## src/sv/lsst_pkg.sv

```systemverilog
package lsst_pkg;

    typedef enum logic [1:0] {
        MODE_TICK   = 2'd0,
        MODE_REPORT = 2'd1,
        MODE_READ   = 2'd2,
        MODE_NONE   = 2'd3
    } mode_t;

    localparam logic [1:0] REG_SLOTS = 2'd0;
    localparam logic [1:0] REG_RATE  = 2'd1;
    localparam logic [1:0] REG_FLOOR = 2'd2;
    localparam logic [1:0] REG_EMPTY = 2'd3;

    localparam logic [14:0] RATE_RESET  = 15'd1920;
    localparam logic [15:0] FLOOR_RESET = 16'hF100;
    localparam logic [15:0] EMPTY_RESET = 16'h8300;

    // Commands from the controller to the datapath.
    typedef struct packed {
        logic load;      // capture the accepted transaction
        logic tick_step; // decay the slot at the walk pointer
        logic scan_step; // compare the report against the slot at the pointer
        logic write_hit; // update the matching slot in place
        logic swap_step; // swap the pointer slot with the one above it
        logic shift_step;// move the slot above the pointer down by one
        logic put_new;   // write the new report at the pointer
        logic ptr_up;    // pointer minus one
        logic ptr_next;  // pointer plus one
        logic ptr_last;  // pointer to the last active slot
        logic ptr_zero;  // pointer to slot zero
    } lsst_cmd_t;

    // Status from the datapath to the controller.
    typedef struct packed {
        logic ptr_at_end;    // pointer is the last active slot (or none)
        logic none_active;
        logic rejected;      // id zero or below floor
        logic hit;           // pointer slot holds the reported id
        logic not_louder;    // report does not exceed the matching slot
        logic beats;         // report is strictly louder than the pointer slot
        logic bubble;        // pointer slot louder than the one above
        logic ptr_zero_now;
        logic ptr_at_ins;    // pointer reached the insert slot
        logic have_ins;      // an insert slot was found during the scan
    } lsst_stat_t;

endpackage

```

## src/sv/lsst_ctrl.sv

```systemverilog
module lsst_ctrl (
    input  logic                clk,
    input  logic                rst_n,
    input  logic                start,
    input  logic [1:0]          mode,
    input  lsst_pkg::lsst_stat_t stat,
    output lsst_pkg::lsst_cmd_t  cmd,
    output logic                busy,
    output logic                done,
    output logic                placed_set
);
    import lsst_pkg::*;

    typedef enum logic [2:0] {
        S_IDLE, S_TICK, S_SCAN, S_BUBBLE, S_SHIFT, S_FINISH
    } state_t;

    state_t state_reg, state_next;
    logic   done_reg, done_next;
    logic   placed_reg, placed_next;

    assign busy       = (state_reg != S_IDLE);
    assign done       = done_reg;
    assign placed_set = placed_reg;

    always_comb
    begin
        state_next  = state_reg;
        done_next   = 1'b0;
        placed_next = placed_reg;
        cmd         = '0;
        case (state_reg)
            S_IDLE:
            begin
                if (start)
                begin
                    cmd.load     = 1'b1;
                    cmd.ptr_zero = 1'b1;
                    placed_next  = 1'b0;
                    case (mode)
                        MODE_TICK:   state_next = S_TICK;
                        MODE_REPORT: state_next = S_SCAN;
                        default:     state_next = S_FINISH;
                    endcase
                end
            end
            S_TICK:
            begin
                if (stat.none_active)
                begin
                    state_next = S_FINISH;
                end
                else
                begin
                    cmd.tick_step = 1'b1;
                    cmd.ptr_next  = 1'b1;
                    if (stat.ptr_at_end)
                        state_next = S_FINISH;
                end
            end
            S_SCAN:
            begin
                if (stat.none_active || stat.rejected)
                begin
                    state_next = S_FINISH;
                end
                else if (stat.hit)
                begin
                    if (stat.not_louder)
                    begin
                        state_next = S_FINISH;
                    end
                    else
                    begin
                        cmd.write_hit = 1'b1;
                        placed_next   = 1'b1;
                        state_next    = S_BUBBLE;
                    end
                end
                else
                begin
                    cmd.scan_step = 1'b1;
                    if (stat.ptr_at_end)
                    begin
                        if (stat.have_ins || stat.beats)
                        begin
                            cmd.ptr_last = 1'b1;
                            state_next   = S_SHIFT;
                        end
                        else
                        begin
                            state_next = S_FINISH;
                        end
                    end
                    else
                    begin
                        cmd.ptr_next = 1'b1;
                    end
                end
            end
            S_BUBBLE:
            begin
                if (!stat.ptr_zero_now && stat.bubble)
                begin
                    cmd.swap_step = 1'b1;
                    cmd.ptr_up    = 1'b1;
                end
                else
                begin
                    state_next = S_FINISH;
                end
            end
            S_SHIFT:
            begin
                if (stat.ptr_at_ins)
                begin
                    cmd.put_new = 1'b1;
                    placed_next = 1'b1;
                    state_next  = S_FINISH;
                end
                else
                begin
                    cmd.shift_step = 1'b1;
                    cmd.ptr_up     = 1'b1;
                end
            end
            S_FINISH:
            begin
                done_next  = 1'b1;
                state_next = S_IDLE;
            end
            default:
            begin
                state_next = S_IDLE;
            end
        endcase
    end

    always_ff @(posedge clk or negedge rst_n)
    begin
        if (!rst_n)
        begin
            state_reg  <= S_IDLE;
            done_reg   <= 1'b0;
            placed_reg <= 1'b0;
        end
        else
        begin
            state_reg  <= state_next;
            done_reg   <= done_next;
            placed_reg <= placed_next;
        end
    end

endmodule

```

## config.mk

```make
export PLATFORM = sky130hd
export DESIGN_NAME = lsst_ctrl
export DESIGN_NICKNAME = d
export VERILOG_FILES = /design/src/sv/lsst_pkg.sv /design/src/sv/lsst_ctrl.sv
export SDC_FILE = /design/constraint.sdc
export NUM_CORES = 1
export LEC_CHECK = 0
export BUFFER_PORTS_ARGS = -buffer_cell sky130_fd_sc_hd__buf_2
export CORE_AREA = 2 2 39 41
export CTS_CLUSTER_SIZE = 28
export DETAILED_ROUTE_END_ITERATION = 7
export DIE_AREA = 0 0 41 43
export PLACE_DENSITY = 0.72
export SLEW_MARGIN = 0
export SYNTH_ARGS = -nofsm -noshare
export SYNTH_HDL_FRONTEND = slang
export SYNTH_SLANG_ARGS = --single-unit
```

## constraint.sdc

```tcl
create_clock -name clk -period 1.7 [get_ports clk]
set_input_delay 0.085 -clock clk [delete_from_list [all_inputs] [get_ports clk]]
set_output_delay 0.085 -clock clk [all_outputs]
set_load 0.03 [all_outputs]
```

==> impl_metrics.yaml, run 1 <==
grt:
  grt_pass1_vias: 493
  grt_pass1_wl_um: 2000
  grt_max_degree: 8
  grt_use_total_pct: 16.4
  grt-ovfl-total: 0
  antenna_found_initial: 0
synth:
  synth_area_per_cell_sq_um: 8.26
  yosysWarnings: 0
  synth_top_area_share_pct: 27.5
  synth_top_cell_by_area: "dfrtp_1"
  ys_top_cells_by_area: "dfrtp_1, or4b_4, inv_1"
  synthCells: 55
  yosysSeqAreaShare_pct: 27.5
  synth_seq_cells: 5
  syn_area_sq_um: 454
  synth_cell_types: 30
  syn_nets: 70
final_layout:
  area_growth_pct: 57.9
  multi_input_comb_area_sq_um: 295
  antenna-diode-count: 0
  final_area_sq_um: 717
  regArea_sq_um: 126
  fillers: 127
  drive_above_1_share_pct: 55.1
  largest_reg_flops: 3
  fin_nets: 105
power_and_ir_drop:
  leakage_nw: 0.374
  p_per_area_mw_per_mm2: 1480
  ir_drop_uv: 658
  power_w: 0.00106
timing:
  max-slew-margin-rel_pct: 84.8
  setup_violations: 0
  finalCritPeriodShare_pct: 98.9
  rsz0062_at_grt: "true"
  max_clock_freq_mhz: 595
  hold_viol: 0
  finalWorstSetupSlack_ps: 18.7
  fin_crit_ps: 1680
  final-max-slew-violation-count: 0
  worst_pin_slew_ps: 225
  finClkSkew_ps: 1.16
clock_tree:
  cts_sinks: 5
  clkTransAtPathRegs_ps: 40
  cts_made_buffers: 3
  cts_tree: "built"
  insertion_delay_ps: 250
  h-tree-depth: 1
  ctsRootBufferMaster: "clkbuf_4"
  max-clock-path-buffers: 2
setup_path:
  cp.required_ps: 1620
  worstPathArrival_ps: 1600
  end_kind: "output pin"
  path_max_fanout: 4
  start_kind: "flop"
  criticalPathCategory: "flop to output pin"
place:
  place.port_buffers: 28
  finalWeightedCongestion: 0.848
  dpl_cell_area_sq_um: 604
  hpwl_um: 927
  dp_worst_setup_slack_ps: 106
job:
  cap_violations: 0
die:
  start_util_pct: 32.8
  boundaryPins: 29
  die_area_sq_mm: 0.00176
  die_w_um: 41
  die_h_um: 43
  core-area_sq_mm: 0.00138
  rows: 14
routing:
  vias: 536
  drc: 0
  route.met2.wl_um: 670
  drtAntennaViolNets: 0
  drt_iter0_markers: 11
  first_pass_iters: 4
  vias_per_cell: 5.10
  post_drt_wl_per_cell_um: 12.1
  wl_met1_um: 485
  drt-total-wl_um: 1270
  dr.max_layer_used: "met3"
  wl_met3_um: 114
outcome:
  status: "finished clean"
min_path:
  hold_path_class: "input port to flop"
## cells in the final DEF (no fill, tap or decap), drive strengths merged
cell type	instances
or3b	1
dfrtp	5
mux2i	1
o311ai	1
buf	33
and4	1
o31ai	1
or3	2
nor3	3
or2	2
o22a	1
clkbuf	4
nor2b	1
or4b	3
inv	7
dlygate4sd3	1
nand2	3
nand2b	1
nand3	1
a31oi	1
a41o	1
and3	1
o21ai	6
o21a	1
and2	1
nor2	4
nand3b	1
or4	1
## layout make-up
class	count	share of cell area, %
repair buffers	34	31.1
flip-flops and latches	5	17.6
multi-input cells	39	41.2
well taps	16	2.79
clock buffers	4	3.66
inverters	7	3.66
## timing repair
item	in CTS	in global routing
hold buffers	1	0
endpoints found under the hold margin	5	0
pin swaps	2	2
resized for setup	6	15
setup buffers	1	1
endpoints found under the setup margin	7	7
## kinds of logic after synthesis
kind of cell,count (synthesis),share of synthesized area [%]
muxes,1,2.20
DFF,5,27.5
buffers and inverters,11,13.5
and+or+nand+nor,26,38.6
AOI/OAI and AO/OA,12,18.2
## metal layers
metal / vias to the layer above / track usage [%]
met5: - / 0
met4: 0 / 5.33
met3: 0 / 6.81
met2: 25 / 25.9
met1: 248 / 19.0
li1: 263 / -
## path summary, 6_finish.rpt
path | start | endpoint | slack, ps | cells after the start
max in group asynchronous | rst_n | state_reg[1] | 1390 | 2
hold / removal | mode[0] | state_reg[1] | 150 | 3
setup reg to reg | state_reg[2] | state_reg[1] | 80 | 4
hold reg to reg | placed_set | placed_set | 510 | 2
min in group asynchronous | rst_n | state_reg[2] | 170 | 2
setup / recovery | state_reg[0] | cmd[1] | 20 | 4
## metrics by stage
stage	util (%)	hold slack, ps	instances	setup TNS (ps)
after global placement	43.7	-96.8	98	0
after floorplan	-	-211	55	0
final	51.8	152	105	0
after global routing	51.8	174	105	-82.3
after detailed placement	43.7	-98.5	98	0
after CTS	48.5	155	104	0
## synthesized netlist by cell type (all sizes together)
cell	instances
o21a	1
dfrtp	5
o22a	1
o311ai	1
and4	1
o21ai	6
a41o	1
buf	4
nor3	3
or2	2
or3b	1
or4	1
nand3b	1
nor2b	1
nand2	3
and3	1
o31ai	1
or4b	3
inv	7
or3	2
mux2i	1
nand2b	1
nand3	1
and2	1
nor2	4
a31oi	1
## worst max-delay path, cell delays in order (launching register included)
cell,delay (ps)
dfrtp_1,410
or4_4,440
or2_4,270
nor2_2,90
buf_6,140
## report_power, final
group / total (W) / internal (W) / switching, W
logic: 0.000700 / 0.000291 / 0.000410
registers: 0.000221 / 0.000172 / 0.0000489
clock network: 0.000141 / 0.0000890 / 0.0000520
Note: power is estimated with default switching activity, not from simulation.
==> inputs of run 2 (changes only) <==
ABC_AREA = 1   (was not set)
PLACE_DENSITY = 0.74   (was 0.72)
==> run 2 against run 1 <==
  * Combinational power fell by 3.7%
  * Sequential cell count is the same
  * Critical path type unchanged
  * Register-to-register slack better by 320 ps
  * Synthesized cell count is 55% higher
  * Critical path depth did not move
  * Worst setup slack better by 120 ps
  * Via count rose by 19%
  * Clock power is essentially flat
  * Count of clock-buffer cells in the layout unchanged
  * Clock skew rose by 7.5 ps
  * Critical endpoint unchanged
  * Non-clock buffer count down 5
==> impl_metrics.yaml, run 2 <==
synth:
  yosysWarnings: 0
  synth_ff_type: "dfrtp_1"
  yosysSeqAreaShare_pct: 25.7
  synthArstFlopShare_pct: 100
  synthCells: 85
  synth.most_common_cell: "nand2_1"
  ys_top_cells_by_area: "dfrtp_1, nand2_1, inv_1"
  syn_nets: 100
  synth_top_area_share_pct: 25.7
  synth_common_cells: "nand2_1, inv_1, nor2_1"
  synth_top_cell_by_area: "dfrtp_1"
  synth_cell_types: 15
  synth_seq_cells: 5
  synth_area_per_cell_sq_um: 5.73
  synth_edf_count: 0
  syn_area_sq_um: 487
clock_tree:
  ctsRootBufferMaster: "clkbuf_4"
  cts_sinks: 5
  h-tree-depth: 1
  clkTransAtPathRegs_ps: 50
  max-clock-path-buffers: 2
  insertion_delay_ps: 240
  cts_tree: "built"
  postCtsSetupBuffers: 0
  cts_made_buffers: 3
final_layout:
  fillers: 151
  fin_nets: 133
  layout_commonest_cell: "buf_2"
  antenna-diode-count: 0
  drive_above_1_share_pct: 35.0
  area_growth_pct: 39.8
  final_cell_mix: "buf_2, nand2_1, inv_1, nor2_1, nand3_1"
  largest_reg_flops: 3
grt:
  grt-ovfl-total: 0
  grt_use_total_pct: 17.5
  grt_max_degree: 9
  grt_pass1_wl_um: 2090
  grt_pass1_vias: 571
  antenna_found_initial: 0
timing:
  finClkSkew_ps: 8.64
  setup_violations: 0
  finalWorstSetupSlack_ps: 138
  worst_pin_slew_ps: 276
  final-max-slew-violation-count: 0
  finalCritPeriodShare_pct: 91.9
  hold_viol: 0
  fin_setup_tns_ps: 0
  fin_crit_ps: 1560
  max-slew-margin-rel_pct: 81.6
  timing.hold.ws_ps: 180
  rsz0062_at_grt: "false"
  max_clock_freq_mhz: 640
die:
  start_util_pct: 35.2
  rows: 14
  die_h_um: 43
  boundaryPins: 29
  die_w_um: 41
  die_area_sq_mm: 0.00176
  core-area_sq_mm: 0.00138
routing:
  drt-total-wl_um: 1270
  vias: 637
  drt_iter0_markers: 13
  post_drt_wl_per_cell_um: 9.57
  drc: 0
  drtAntennaViolNets: 0
  first_pass_iters: 4
  vias_per_cell: 4.79
outcome:
  status: "finished clean"
place:
  finalWeightedCongestion: 0.800
  place.port_buffers: 28
  hpwl_um: 1050
  dp_worst_setup_slack_ps: 397
setup_path:
  worstPathArrival_ps: 1480
  criticalPathCategory: "flop to output pin"
  end_kind: "output pin"
  slowest_stage: "dfrtp_1"
  r2r_slack_ps: 400
  path_max_fanout: 8
  cp_cell_sequence: "inv_2, nand3_2, nor3_1, buf_2"
  start_kind: "flop"
  cp.required_ps: 1620
  crit_path_max_incr_delay_ps: 470
power_and_ir_drop:
  leakage_nw: 0.442
  ir_drop_uv: 592
  p_per_area_mw_per_mm2: 1530
min_path:
  hold_path_class: "input port to async pin"
job:
  cap_violations: 0
[run 2: area by class of cell]
class	instances	area, sq um	share of cell area (%)
Multi-Input combinational cell	60	288	42.3
Timing Repair Buffer	29	150	22.1
Sequential cell	5	125	18.4
Inverter	19	71.3	10.5
Clock buffer	4	26.3	3.86
Tap cell	16	20.0	2.94
[run 2: path summary, 6_finish.rpt]
check / start / endpoint / cells past startpoint
worst min register to register: placed_set / placed_set / 2
min in group clk: stat[1] / state_reg[2] / 4
worst max-delay path: state_reg[2] / cmd[1] / 4
worst max register to register: state_reg[2] / state_reg[1] / 5
max in group asynchronous: rst_n / state_reg[1] / 2
worst min-delay path: rst_n / placed_set / 2
[run 2: per-stage QoR]
step / utilization, % / power [W] / instances / cell area, sq um
finish: 49.2 / 0.00104 / 133 / 681
global route: 49.2 / 0.00114 / 133 / 681
CTS: 49.0 / 0.00104 / 133 / 678
detailed placement: 46.4 / 0.000892 / 128 / 642
global placement: 46.4 / 0.000872 / 128 / 642
floorplan: - / 0.000730 / 85 / 489
[run 2: worst max-delay path, delay by kind of cell (launching register included)]
family                 cells  cell delay, ps
AND/OR/NAND/NOR            2             410
flip-flops                 1             470
buffers and inverters      2             360
[run 2: per-layer routing]
metal | global-route usage (%) | wire [um]
met4 | 10.0 | 11
met3 | 3.14 | 96
met5 | 0 | 0
met2 | 29.1 | 627
met1 | 19.3 | 537
[run 2: kinds of logic after synthesis]
group,share of synthesized area [%]
and+or+nand+nor,53.0
buffers and inverters,16.2
DFF,25.7
AOI/OAI and AO/OA,5.14
[run 2: power breakdown]
part | internal [W] | switching [W] | leakage [nW] | total (W)
Sequential | 0.000170 | 0.0000603 | 0.0630 | 0.000231
Clock | 0.0000888 | 0.0000497 | 0.0150 | 0.000139
Combinational | 0.000203 | 0.000471 | 0.364 | 0.000674
Total | 0.000462 | 0.000581 | 0.442 | 0.00104
[run 2: timing repair]
action                                  in CTS  in global routing
hold buffers                                 1                  0
endpoints found under the setup margin       0                  2
gates resized for setup                      0                  1
hold endpoints to repair                     5                  0
==> inputs of run 3 (changes only) <==
ABC_CLOCK_PERIOD_IN_PS = 1400   (was not set)
CORE_AREA = not set   (was 2 2 39 41)
CORE_UTILIZATION = 37   (was not set)
DIE_AREA = not set   (was 0 0 41 43)
PLACE_DENSITY = 0.78   (was 0.74)
clock period = 1.4 ns   (was 1.7 ns; I/O delays follow)
==> run 3 against run 2 <==
  * The flow now finishes with violations (setup timing)
  * Routed wire length rose by 18%
  * Cell area rose by 26%
  * First-iteration DRC count fell by 62%
  * Power rose by 54%
  * Die area fell by 17%
  * Worst setup slack got worse by 150 ps
  * Sequential cell count did not move
  * Non-clock buffer count rose by 7
  * Critical endpoint is now cmd[8]
  * Highest routed layer is now met3
==> impl_metrics.yaml, run 3 (synthesis results as in run 2) <==
final_layout:
  area_growth_pct: 75.8
  regArea_sq_um: 128
  antenna-diode-count: 0
  final_cell_mix: "nand2_1, buf_2, inv_1, buf_4"
  layout_commonest_cell: "nand2_1"
  multi_input_comb_area_sq_um: 363
  fillers: 97
  drive_above_1_share_pct: 50.8
  final_area_sq_um: 856
  largest_reg_flops: 3
  fin_nets: 140
  final_cells: 138
routing:
  vias: 663
  post_drt_wl_per_cell_um: 10.9
  drt_iter0_markers: 5
  first_pass_iters: 4
  vias_per_cell: 4.80
  drt-total-wl_um: 1510
  drtAntennaViolNets: 0
  drc: 0
timing:
  final-max-slew-violation-count: 0
  timing.hold.ws_ps: 150
  max_clock_freq_mhz: 710
  finalWorstSetupSlack_ps: -7.67
  hold_viol: 0
  rsz0062_at_grt: "true"
  max-slew-margin-rel_pct: 79.1
  finalCritPeriodShare_pct: 101
  setup_violations: 2
  fin_crit_ps: 1410
  finClkSkew_ps: 6.33
  fin_setup_tns_ps: -9.33
  worst_pin_slew_ps: 310
setup_path:
  cp.required_ps: 1330
  timing.rr.start: "state_reg[2]"
  end_kind: "output pin"
  worstPathArrival_ps: 1340
  critPathBufInv: 2
  crit_path_max_incr_delay_ps: 450
  ff2ff_path_depth: 7
  r2r_slack_ps: 70
  cp-startpoint: "state_reg[2]"
  path_max_fanout: 6
  criticalPathCategory: "flop to output pin"
  path_delay_family: "flip-flops"
  slowest_stage: "dfrtp_2"
  start_kind: "flop"
  r2r_end: "state_reg[0]"
  cp_cell_sequence: "inv_2, nand3_4, nor4_4, buf_4"
die:
  core-area_sq_mm: 0.00117
  die_w_um: 38.3
  die_area_sq_mm: 0.00146
  start_util_pct: 41.6
  die_h_um: 38.3
  boundaryPins: 29
  rows: 12
place:
  hpwl_um: 965
  place.port_buffers: 28
  finalWeightedCongestion: 0.824
  dp_worst_setup_slack_ps: 130
  dp_cells: 126
  dpl_cell_area_sq_um: 651
clock_tree:
  cts_made_buffers: 3
  ctsRootBufferMaster: "clkbuf_4"
  h-tree-depth: 1
  cts_tree: "built"
  clkTransAtPathRegs_ps: 50
  cts_sinks: 5
  max-clock-path-buffers: 2
  insertion_delay_ps: 250
power_and_ir_drop:
  p_sw_share_pct: 53.2
  power_switching_w: 0.000854
  p_comb_share_pct: 70.4
  ir_drop_uv: 1180
  p_per_area_mw_per_mm2: 1870
  p_seq_share_pct: 18.7
  p_int_w: 0.000750
  clockPowerShare_pct: 10.9
  leakage_nw: 0.486
grt:
  grt_pass1_vias: 563
  grt_util_met1_pct: 23.8
  antenna_found_initial: 0
  grt_use_met3_pct: 5.23
  grt_pass1_wl_um: 2240
  grt-busiest-layer: "met2"
  grt_max_degree: 8
  grt_use_total_pct: 22.5
  grt_use_met2_pct: 43.6
  grt-ovfl-total: 0
outcome:
  violations: "setup timing"
  status: "finished with violations"
min_path:
  hold_path_end: "state_reg[2]"
  hp-start: "stat[1]"
  hold_path_class: "input port to flop"
  whs_path_depth: 4
job:
  cap_violations: 0
==> run 3: what timing repair did <==
action / in CTS / in global routing
buffers inserted: 3 / 4
resized for setup: 11 / 33
hold endpoints to repair: 5 / 0
hold buffers: 1 / 0
endpoints found under the setup margin: 9 / 10
pin swaps: 1 / 6
==> run 3: how the worst max path moves through the flow <==
| stage | to | slack (ps) | cells after the start |
|---|---|---|---|
| CTS | cmd[10] | 2 | 6 |
| global placement | cmd[10] | 130 | 6 |
| floorplan | cmd[10] | -170 | 6 |
| global route | cmd[8] | -80 | 4 |
| finish | cmd[8] | -8 | 4 |
| detailed placement | cmd[8] | 130 | 4 |
==> run 3: final cells by class <==
type	count	share of cell area, %
multi-input cells	60	42.4
clock buffers	3	2.63
clock inverters	1	0.585
repair buffers	36	29.1
inverters	19	8.33
flip-flops and latches	5	14.9
well taps	14	2.05
==> run 3: worst reg2reg max path, stage by stage, from the launching register on <==
cell and delay (ps):
dfrtp_2 450, inv_2 130, nand3_4 140, buf_4 180, nor2_4 120, nor2_4 60, nand3_1 80, nand2_1 50
==> run 3: per-layer routing <==
metal	up-vias	wire length, um
met5	-	0
met4	0	0
met3	0	89
met2	29	823
met1	294	595
li1	340	-
==> run 3: power groups by stage <==
stage          clock network (W)  logic [W]  registers, W
2_1_floorplan                  0   0.000584      0.000305
3_3_place_gp                   0   0.000795      0.000267
3_5_place_dp                   0   0.000804      0.000272
4_1_cts                 0.000184   0.000884      0.000291
5_1_grt                 0.000191    0.00123      0.000308
6_report                0.000175    0.00113      0.000300
==> run 3: metrics by stage <==
step	total power [W]	util (%)
global route	0.00173	73.1
global placement	0.00106	55.6
finish	0.00160	73.1
CTS	0.00136	63.2
detailed placement	0.00108	55.6
floorplan	0.000889	-
